File: config.mk
export PLATFORM = sky130hd
export DESIGN_NAME = extended_float_divider_unit
export DESIGN_NICKNAME = d
export VERILOG_FILES = /design/src/rtl/core/efd_pkg.sv /design/src/rtl/core/efd_front.sv /design/src/rtl/core/efd_queue.sv /design/src/rtl/core/efd_back.sv /design/src/rtl/core/extended_float_divider_unit.sv
export SDC_FILE = /design/constraint.sdc
export NUM_CORES = 1
export LEC_CHECK = 0
export BUFFER_PORTS_ARGS = -buffer_cell sky130_fd_sc_hd__clkbuf_2
export CAP_MARGIN = 20
export CORE_MARGIN = 5
export CORE_UTILIZATION = 40
export CTS_CLUSTER_DIAMETER = 40
export DETAILED_ROUTE_END_ITERATION = 8
export GPL_TIMING_DRIVEN = 0
export PLACE_DENSITY = 0.6
export SETUP_SLACK_MARGIN = 0.15
export SYNTH_ARGS = -nofsm -noshare
export SYNTH_HDL_FRONTEND = slang
export SYNTH_HIERARCHICAL = 1
export SYNTH_SLANG_ARGS = --single-unit
File: constraint.sdc
create_clock -name clock -period 23.8 [get_ports clock]
set_clock_uncertainty 0.05 [all_clocks]
set_input_delay 1.19 -clock clock [delete_from_list [all_inputs] [get_ports clock]]
set_output_delay 1.19 -clock clock [all_outputs]
set_load 0.03 [all_outputs]
File: src/rtl/core/efd_pkg.sv
// Package: payload types, constants and queue record for the extended float divider.
`default_nettype none
package efd_pkg;
   localparam logic [15:0] SignBit = 16'h8000;
   localparam logic [14:0] ExpMask = 15'h7fff;
   localparam int ExpBias = 16383;
   localparam int QuotSteps = 64;
   localparam int StepBits = $clog2(QuotSteps);
   localparam int QueueDepth = 2;

   typedef struct packed {
      logic [15:0] dividend_sign_exponent;
      logic [63:0] dividend_mantissa;
      logic [15:0] divisor_sign_exponent;
      logic [63:0] divisor_mantissa;
   } req_type;

   typedef struct packed {
      logic [15:0] quotient_sign_exponent;
      logic [63:0] quotient_mantissa;
      logic        quotient_written;
      logic        zero_divide_flag;
      logic        underflow_flag;
      logic        denormal_flag;
      logic        overflow_flag;
   } rsp_type;

   // Classified operation passed from front to back.
   typedef struct packed {
      logic        special;   // result already complete
      rsp_type     early;     // result for special cases
      logic        sign;
      logic [17:0] exponent;  // signed, never negative unless special
      logic [63:0] numerator;
      logic [63:0] denominator;
   } op_type;
endpackage
`default_nettype wire

File: src/rtl/core/efd_front.sv
// Front end: accepts requests, classifies special cases, normalizes the divisor.
`default_nettype none
module efd_front import efd_pkg::*; (
   input  wire logic    clock,
   input  wire logic    reset,
   input  wire logic    req_valid,
   output logic         req_stall,
   input  wire req_type req_data,
   output logic         op_valid,
   input  wire logic    op_stall,
   output op_type       op_data
);
   typedef enum logic [1:0] {
      F_IDLE = 2'b01,
      F_NORM = 2'b10
   } fstate_type;

   fstate_type  state_ff, state_in;
   op_type      op_ff, op_in;
   logic        valid_ff, valid_in;
   logic        accept;
   logic        sign;
   logic [17:0] exp_diff;

   assign req_stall = (state_ff != F_IDLE) || valid_ff;
   assign accept    = req_valid && !req_stall;
   assign op_valid  = valid_ff;
   assign op_data   = op_ff;

   assign sign = req_data.dividend_sign_exponent[15] ^ req_data.divisor_sign_exponent[15];
   assign exp_diff = {3'b000, req_data.dividend_sign_exponent[14:0]}
                   - {3'b000, req_data.divisor_sign_exponent[14:0]} + 18'(ExpBias);

   // Classification on accept, then one-bit-a-cycle divisor normalization.
   always_comb begin
      state_in = state_ff;
      op_in    = op_ff;
      valid_in = valid_ff;
      if (valid_ff && !op_stall) valid_in = 1'b0;
      unique case (state_ff)
         F_IDLE: begin
            if (accept) begin
               op_in.sign        = sign;
               op_in.exponent    = exp_diff;
               op_in.numerator   = req_data.dividend_mantissa;
               op_in.denominator = req_data.divisor_mantissa;
               op_in.early       = '0;
               op_in.special     = 1'b0;
               if (req_data.divisor_mantissa == 64'd0) begin
                  op_in.special = 1'b1;
                  op_in.early.zero_divide_flag = 1'b1;
                  valid_in = 1'b1;
               end else if (exp_diff[17]) begin
                  op_in.special = 1'b1;
                  op_in.early.underflow_flag = 1'b1;
                  op_in.early.quotient_written = 1'b1;
                  op_in.early.quotient_sign_exponent = sign ? SignBit : 16'd0;
                  valid_in = 1'b1;
               end else if (req_data.divisor_mantissa[63]) begin
                  valid_in = 1'b1;
               end else begin
                  state_in = F_NORM;
               end
            end
         end
         F_NORM: begin
            op_in.denominator = {op_ff.denominator[62:0], 1'b0};
            op_in.exponent    = op_ff.exponent + 18'd1;
            if (op_ff.denominator[62]) begin
               state_in = F_IDLE;
               valid_in = 1'b1;
            end
         end
         default: state_in = F_IDLE;
      endcase
   end

   always_ff @(posedge clock) begin
      if (reset) begin
         state_ff <= F_IDLE;
         valid_ff <= 1'b0;
      end else begin
         state_ff <= state_in;
         valid_ff <= valid_in;
      end
      op_ff <= op_in;
   end
endmodule
`default_nettype wire

File: src/rtl/core/efd_queue.sv
// Short FIFO between front and back end.
`default_nettype none
module efd_queue import efd_pkg::*; (
   input  wire logic   clock,
   input  wire logic   reset,
   input  wire logic   in_valid,
   output logic        in_stall,
   input  wire op_type in_data,
   output logic        out_valid,
   input  wire logic   out_stall,
   output op_type      out_data
);
   localparam int PtrBits = $clog2(QueueDepth);
   op_type              mem_ff [QueueDepth];
   logic [PtrBits-1:0]  wr_ff, rd_ff;
   logic [PtrBits:0]    count_ff;
   logic                push, pop;

   assign in_stall  = (count_ff == (PtrBits+1)'(QueueDepth));
   assign out_valid = (count_ff != '0);
   assign out_data  = mem_ff[rd_ff];
   assign push = in_valid && !in_stall;
   assign pop  = out_valid && !out_stall;

   always_ff @(posedge clock) begin
      if (reset) begin
         wr_ff <= '0;
         rd_ff <= '0;
         count_ff <= '0;
      end else begin
         if (push) wr_ff <= wr_ff + 1'b1;
         if (pop) rd_ff <= rd_ff + 1'b1;
         count_ff <= count_ff + (PtrBits+1)'(push) - (PtrBits+1)'(pop);
      end
      if (push) mem_ff[wr_ff] <= in_data;
   end
endmodule
`default_nettype wire

File: src/rtl/core/efd_back.sv
// Back end: restoring division, quotient normalization, result register.
`default_nettype none
module efd_back import efd_pkg::*; (
   input  wire logic   clock,
   input  wire logic   reset,
   input  wire logic   op_valid,
   output logic        op_stall,
   input  wire op_type op_data,
   output logic        rsp_valid,
   input  wire logic   rsp_stall,
   output rsp_type     rsp_data
);
   typedef enum logic [3:0] {
      B_IDLE = 4'b0001,
      B_DIV  = 4'b0010,
      B_NORM = 4'b0100,
      B_DONE = 4'b1000
   } bstate_type;

   bstate_type          state_ff, state_in;
   logic [127:0]        rem_ff, rem_in, dv_ff, dv_in;
   logic [63:0]         q_ff, q_in;
   logic [17:0]         e_ff, e_in;
   logic                sign_ff, sign_in;
   logic [StepBits-1:0] step_ff, step_in;
   rsp_type             out_ff, out_in;
   logic                oval_ff, oval_in;
   logic [128:0]        diff;

   // Accept while idle unless a waiting result is still stalled.
   assign op_stall  = (state_ff != B_IDLE) || (oval_ff && rsp_stall);
   assign rsp_valid = oval_ff;
   assign rsp_data  = out_ff;
   assign diff = {1'b0, rem_ff} - {1'b0, dv_ff};

   always_comb begin
      state_in = state_ff;
      rem_in = rem_ff; dv_in = dv_ff; q_in = q_ff; e_in = e_ff;
      sign_in = sign_ff; step_in = step_ff; out_in = out_ff; oval_in = oval_ff;
      if (oval_ff && !rsp_stall) oval_in = 1'b0;
      unique case (state_ff)
         B_IDLE: begin
            if (op_valid && !op_stall) begin
               if (op_data.special) begin
                  out_in = op_data.early;
                  oval_in = 1'b1;
               end else begin
                  rem_in = {op_data.numerator, 64'd0};
                  dv_in  = {op_data.denominator, 64'd0};
                  q_in = '0;
                  e_in = op_data.exponent;
                  sign_in = op_data.sign;
                  step_in = '0;
                  state_in = B_DIV;
               end
            end
         end
         // One quotient bit per cycle.
         B_DIV: begin
            if (!diff[128]) begin
               rem_in = diff[127:0];
               q_in[~step_ff] = 1'b1;
            end
            dv_in = {1'b0, dv_ff[127:1]};
            step_in = step_ff + 1'b1;
            if (step_ff == StepBits'(QuotSteps - 1)) state_in = B_NORM;
         end
         // One left shift per cycle until MSB set or exponent zero.
         B_NORM: begin
            if (q_ff == 64'd0) begin
               e_in = '0;
               state_in = B_DONE;
            end else if (e_ff != '0 && !q_ff[63]) begin
               e_in = e_ff - 18'd1;
               q_in = {q_ff[62:0], 1'b0};
            end else begin
               state_in = B_DONE;
            end
         end
         // Form the result once the output register is free.
         B_DONE: begin
            if (!oval_ff || !rsp_stall) begin
               out_in = '0;
               if (e_ff > {3'b000, ExpMask}) begin
                  out_in.overflow_flag = 1'b1;
               end else begin
                  out_in.quotient_sign_exponent = {sign_ff, e_ff[14:0]};
                  out_in.quotient_mantissa = q_ff;
                  out_in.quotient_written = 1'b1;
                  out_in.denormal_flag = (q_ff != 64'd0) && !q_ff[63];
               end
               oval_in = 1'b1;
               state_in = B_IDLE;
            end
         end
         default: state_in = B_IDLE;
      endcase
   end

   always_ff @(posedge clock) begin
      if (reset) begin
         state_ff <= B_IDLE;
         oval_ff <= 1'b0;
      end else begin
         state_ff <= state_in;
         oval_ff <= oval_in;
      end
      rem_ff <= rem_in; dv_ff <= dv_in; q_ff <= q_in; e_ff <= e_in;
      sign_ff <= sign_in; step_ff <= step_in; out_ff <= out_in;
   end
endmodule
`default_nettype wire

File: src/rtl/core/extended_float_divider_unit.sv
// Top level of the 80-bit extended real divider.
// Usage:
//   req channel carries dividend and divisor (valid/stall, transfer when
//   valid high and stall low); rsp channel returns one result per request.
//   Front end classifies zero-divide and underflow at once and normalizes
//   the divisor one bit per cycle. A two-entry queue sits between front
//   and back. The back end runs a radix-2 restoring divider, one quotient
//   bit a cycle, then normalizes the quotient one shift a cycle and forms
//   the result once its output register is free. Each divisor or quotient
//   shift delays the response further. The back end takes a new item only
//   once it is idle again, with front-end work of the next item overlapping
//   it. Special cases return without the back-end divide.
//   Reset (synchronous, active high) empties the queue and all stages.
//   A stalled response holds its payload; the back end waits, the queue
//   fills, and then req_stall rises.
`default_nettype none
module extended_float_divider_unit import efd_pkg::*; (
   input  wire logic    clock,
   input  wire logic    reset,
   input  wire logic    req_valid,
   output logic         req_stall,
   input  wire req_type req_data,
   output logic         rsp_valid,
   input  wire logic    rsp_stall,
   output rsp_type      rsp_data
);
   logic   f_valid, f_stall, b_valid, b_stall;
   op_type f_data, b_data;

   efd_front u_front (.clock, .reset, .req_valid, .req_stall, .req_data,
      .op_valid(f_valid), .op_stall(f_stall), .op_data(f_data));
   efd_queue u_queue (.clock, .reset, .in_valid(f_valid), .in_stall(f_stall),
      .in_data(f_data), .out_valid(b_valid), .out_stall(b_stall), .out_data(b_data));
   efd_back u_back (.clock, .reset, .op_valid(b_valid), .op_stall(b_stall),
      .op_data(b_data), .rsp_valid, .rsp_stall, .rsp_data);
endmodule
`default_nettype wire

Word-level counts from Yosys, hierarchy flattened. Memory sizes are Yosys's and may differ from the RTL's. A register that Yosys moved wholly into a read port is not among the register bits. Cells that the tools add are included.

Bits in writable memories: 334. Word-level logic and storage cells: 177. Input port bits: 164. Bits in registers: 608. Output and inout port bits: 87. Latch bits: 0. Memories kept: 1. Bits in read-only memories: 0.

Multiplexer cells: 67. $add $sub $neg: 10. Shift operators: 0. Order comparisons: 3. Div/mod/pow operators: 0. Bitwise logic cells: 5. Reduce and logical (&&, ||, !) cells: 38. Multipliers: 0. Eq/ne operators: 25.

Memory list: u_queue.mem_ff (depth 2, bits a word 167, read ports 1, clocked after memory_dff 1, write ports 1, RTL line efd_queue.sv:14) `op_type mem_ff [QueueDepth];`.

Operator list (count): two-way mux 128 bit (5); one-hot mux 128 bit (2 select lines) (2); two-way mux 64 bit (5); two-way mux 85 bit (3); one-hot mux 64 bit (3 select lines) (1); one-hot mux 85 bit (2 select lines) (1); two-way mux 146 bit (1); subtractor 128 x 128 -> 129 bit (1); logical NOT 64 bit (2); one-hot mux 64 bit (2 select lines) (1); two-way mux 81 bit (1); two-way mux 18 bit (4); one-hot mux 18 bit (2 select lines) (2); bitwise OR 64 bit (1); nonzero test 64 bit (1); two-way mux 4 bit (6); two-way mux 1 bit (20); adder 18 x 1 -> 18 bit, second input constant (1); adder 18 x 14 -> 18 bit, second input constant (1); greater-than comparator 18 x 15 -> 1 bit, second input constant (1); nonzero test 18 bit (1); subtractor 18 x 1 -> 18 bit, second input constant (1); two-way mux 17 bit (1); two-way mux 16 bit (1); 40 further kinds (84).

Longest topological paths before layout.
Depth after elaboration: 9. Gate-level depth with buffers: 14. Gate-level depth less buffers: 14.

By module. Netlist, hierarchy kept.

Modules (own cells, without submodules): efd_back (instances 1, area each 27028.4 µm², cells each 2879, seq. area each 13012.5 µm²); efd_queue (instances 1, area each 17745.8 µm², cells each 754, seq. area each 14093.5 µm²); efd_front (instances 1, area each 7987.7 µm², cells each 733, seq. area each 4594.4 µm²).

Worst setup path before layout. OpenSTA, ideal clock, no wires.

Path type: register -> register. Start point: register u_back.dv_ff[0]. End point: register u_back.rem_ff[0] (enable). Data required time: 22958 ps. Cell stages (with the launch flop): 14. Buffers on the path: 0. Library setup time: 792 ps. Clock period less this slack: 12463 ps. Slack: 11337 ps. Arrival time: 11621 ps. Cell sequence: edfxtp_1 > ha_1 > fa_1 > nor2b_1 > o31a_1 > a21o_1 > o2111ai_1 > a211oi_1 > or4_1 > nand4_1 > a211oi_1 > nand2b_1 > a221oi_1 > o21ai_0.

Longest elaborated chain between the ends: 3.

Ends and longest elaborated chain: start: declaration (RTL line efd_back.sv:21) `logic [127:0] rem_ff, rem_in, dv_ff, dv_in;`; start signal: assignment (RTL line efd_back.sv:108) `rem_ff <= rem_in; dv_ff <= dv_in; q_ff <= q_in; e_ff <= e_in;`; subtractor 128 x 128 -> 129 bit (RTL line efd_back.sv:34) `assign diff = {1'b0, rem_ff} - {1'b0, dv_ff};`; inequality test 2 bit (no line); AND reduction 4 bit (no line); end signal: assignment (RTL line efd_back.sv:108); end: declaration (RTL line efd_back.sv:21).

Every way passes these cells. A chain may end at the register's enable or synchronous reset.

Final worst setup path.
Start point: register u_back.dv_ff[0]. End point: register u_back.rem_ff[126] (enable).

The elaborated chain is that of the path after synthesis.

==> impl_metrics.ini <==
[logic_synthesis]
yosysSeqAreaShare_pct = 60.1
ys_seq_elements = 1060
synth-main-ff-cell = edfxtp_1
synth.most_common_cell = edfxtp_1
async_flop_share_pct = 0
synth_commonest_cells = edfxtp_1 (1047), nand2_1 (525), o21ai_0 (379)
synthTopCellsByArea = edfxtp_1 (60%), mux2_4 (4.9%), nand2_1 (3.7%)
ys.warnings.count = 6
netlist_area_mm2 = 0.0528
syn_area_per_cell_um2 = 12.1
synthCells = 4366
synth-edff-count = 1047
synth_top_area_share_pct = 59.6
synth_top_area_cell = edfxtp_1
ys_types = 93

[final_layout]
area_delta_synth_final_pct = 19.0
nFillCells = 11700
drive_gt1_share_pct = 19.1
finalCoreUtilization_pct = 47.8
stdcell_count = 6788
final_nets = 5215

[clock_tree]
ctsHoldBuffers = 0
cts_resized = 0
clk_pin_slew_ps = 50
clock_sinks = 1060
clk_path_buf_depth = 3
cts_setup_buffers = 0
root_buffer = clkbuf_16
tritoncts = built
numCtsBuffers = 159
clk-insertion-delay-late_ps = 780
cts_max_level = 4

[route]
vias = 35700
drt_iter0_drc = 2994
drt_wl_total_um = 135000
routedWlPerCell_um = 20.0
drtAntennaViolNets = 0
dr.pass1.iters = 7
remaining_drc_errors = 0
avgViaCountPerCell = 5.26

[sta]
setup_violations = 0
fin_crit_ps = 5640
tns_ps = 0
worstMarginPinSlew_ps = 1180
setup_slack_ps = 18160
rsz0062_at_grt = no
relSlewSlack_pct = 20.6
timing.fmax_ghz = 0.177
hold_viol = 0
maxSlewViolCount = 0
fin_crit_sh_pct = 23.7

[power]
power-per-cell-area_mw_per_mm2 = 121
ir_drop_v = 0.0000830
total_leakage_power_nw = 23.6
p_total_mw = 7.59

[placed_design]
dpl.cell_count = 6489
hpwl_um = 100000
post-place-ws_ps = 18110
routabilityCongestion = 0.909
io_buffers = 250

[critical_path]
path_cells = ha_1, fa_1, nor2b_1, o31a_1, a21o_1, o2111ai_1, a211oi_1, or4_1, nand4_1, a211oi_1, nand2b_1, a221oi_2, o21ai_4, buf_16, buf_12, buf_12
path_buf_inv = 3
critical_path.endpoint_type = flop
critPathTopFamily = compound AO/OA/AOI/OAI gates
path_class = flop to flop
crit_slowest_cell = a211oi_1
arrival_ps = 6040
crit_fanout = 26
cp-start-kind = flop
cp.required_ps = 24200
slowest_delay_ps = 690

[global_routing]
grt_pass1_wl_um = 208000
antenna_found_initial = 4
track_usage_pct = 19.1
grt_max_degree = 96
grt_pass1_vias = 35600
grt_overflow = 0

[floorplan]
num_io_pins = 251
fp.dieH_um = 373
core_area_mm2 = 0.131
num_rows = 133
die_w_um = 373
start_util_pct = 40.2
dieArea_mm2 = 0.139

[job]
drv_cap = 0

[outcome]
outcome = finished, final reports clean

[min_path]
hold_path.class = flop to flop
-- cell families (layout without fill, tap and decap cells) --
family | Yosys count | after routing | share of synthesized area, %
AND/OR/NAND/NOR | 1169 | 1169 | 10.1
other | 1 | 82 | 0.00711
AO/OA/AOI/OAI | 1071 | 1071 | 12.5
multiplexers | 236 | 236 | 6.25
buffers and inverters | 500 | 1086 | 4.47
XOR/XNOR | 175 | 175 | 2.90
adder cells (fa/ha/maj) | 154 | 154 | 3.68
flip-flops | 1060 | 1060 | 60.1
-- power breakdown --
part           leakage [nW]  internal (mW)  switching [mW]
sequential             9.84           2.58           0.215
combinational          11.1          0.915            1.52
clock                  2.64           1.47           0.888
-- metrics by stage --
step | cell area (um2) | hold WS, ps
2_1_floorplan | 53100 | 371
3_3_place_gp | 56500 | 372
3_5_place_dp | 57300 | 382
4_1_cts | 62800 | 384
5_1_grt | 62800 | 395
6_report | 62800 | 387
-- layer usage --
layer  vias to the layer above  track usage, %  wire (um)
met5                         -               0          0
met2                      1107            31.4      64400
met3                       272            3.44       7520
met4                         0            9.48       6720
met1                     17200            24.3      56800
li1                      17100               -          -
-- layout make-up --
cell class,count,area [um2],area share [%]
Sequential cell,1060,31700,50.5
Multi-Input combinational cell,2886,19100,30.4
Clock buffer,183,4160,6.63
Tap cell,1755,2200,3.50
Timing Repair Buffer,290,2000,3.19
Buffer,292,1580,2.52
Clock inverter,113,1290,2.05
Inverter,208,788,1.26
Antenna cell,1,2.50,0.00398
-- final timing paths --
| path | start | end | slack, ps | depth (start not counted) |
|---|---|---|---|---|
| max | u_back/dv_ff[0] | u_back/rem_ff[126] | 18160 | 16 |
| min | u_front/op_data[101] | u_queue/mem_ff[0][101] | 390 | 0 |
| max reg2reg | u_back/dv_ff[0] | u_back/rem_ff[126] | 18160 | 16 |
| min reg2reg | u_front/op_data[101] | u_queue/mem_ff[0][101] | 390 | 0 |
-- state kept, by name, indices dropped and copies added (netlist names), 6 cells and up, named ones only --
| name | flops |
|---|---|
| u_back/rem_ff | 128 |
| u_back/step_ff | 6 |
| u_back/rsp_data | 85 |
| u_back/dv_ff | 128 |
| u_front/op_data | 151 |
| u_queue/mem_ff | 466 |
| u_back/e_ff | 18 |
| u_back/q_ff | 64 |
-- layout by cell type (no fill, tap or decap), drive strengths merged, types with 70 or more instances in the layout --
| master | count |
|---|---|
| edfxtp | 1047 |
| buf | 163 |
| conb | 81 |
| nand4 | 77 |
| ha | 152 |
| nand2 | 526 |
| nor2 | 284 |
| xnor2 | 105 |
| a21oi | 299 |
| clkbuf | 602 |
| a22o | 80 |
| xor2 | 70 |
| o21ai | 390 |
| mux2 | 235 |
| inv | 242 |
(Power assumes the default switching activity.)
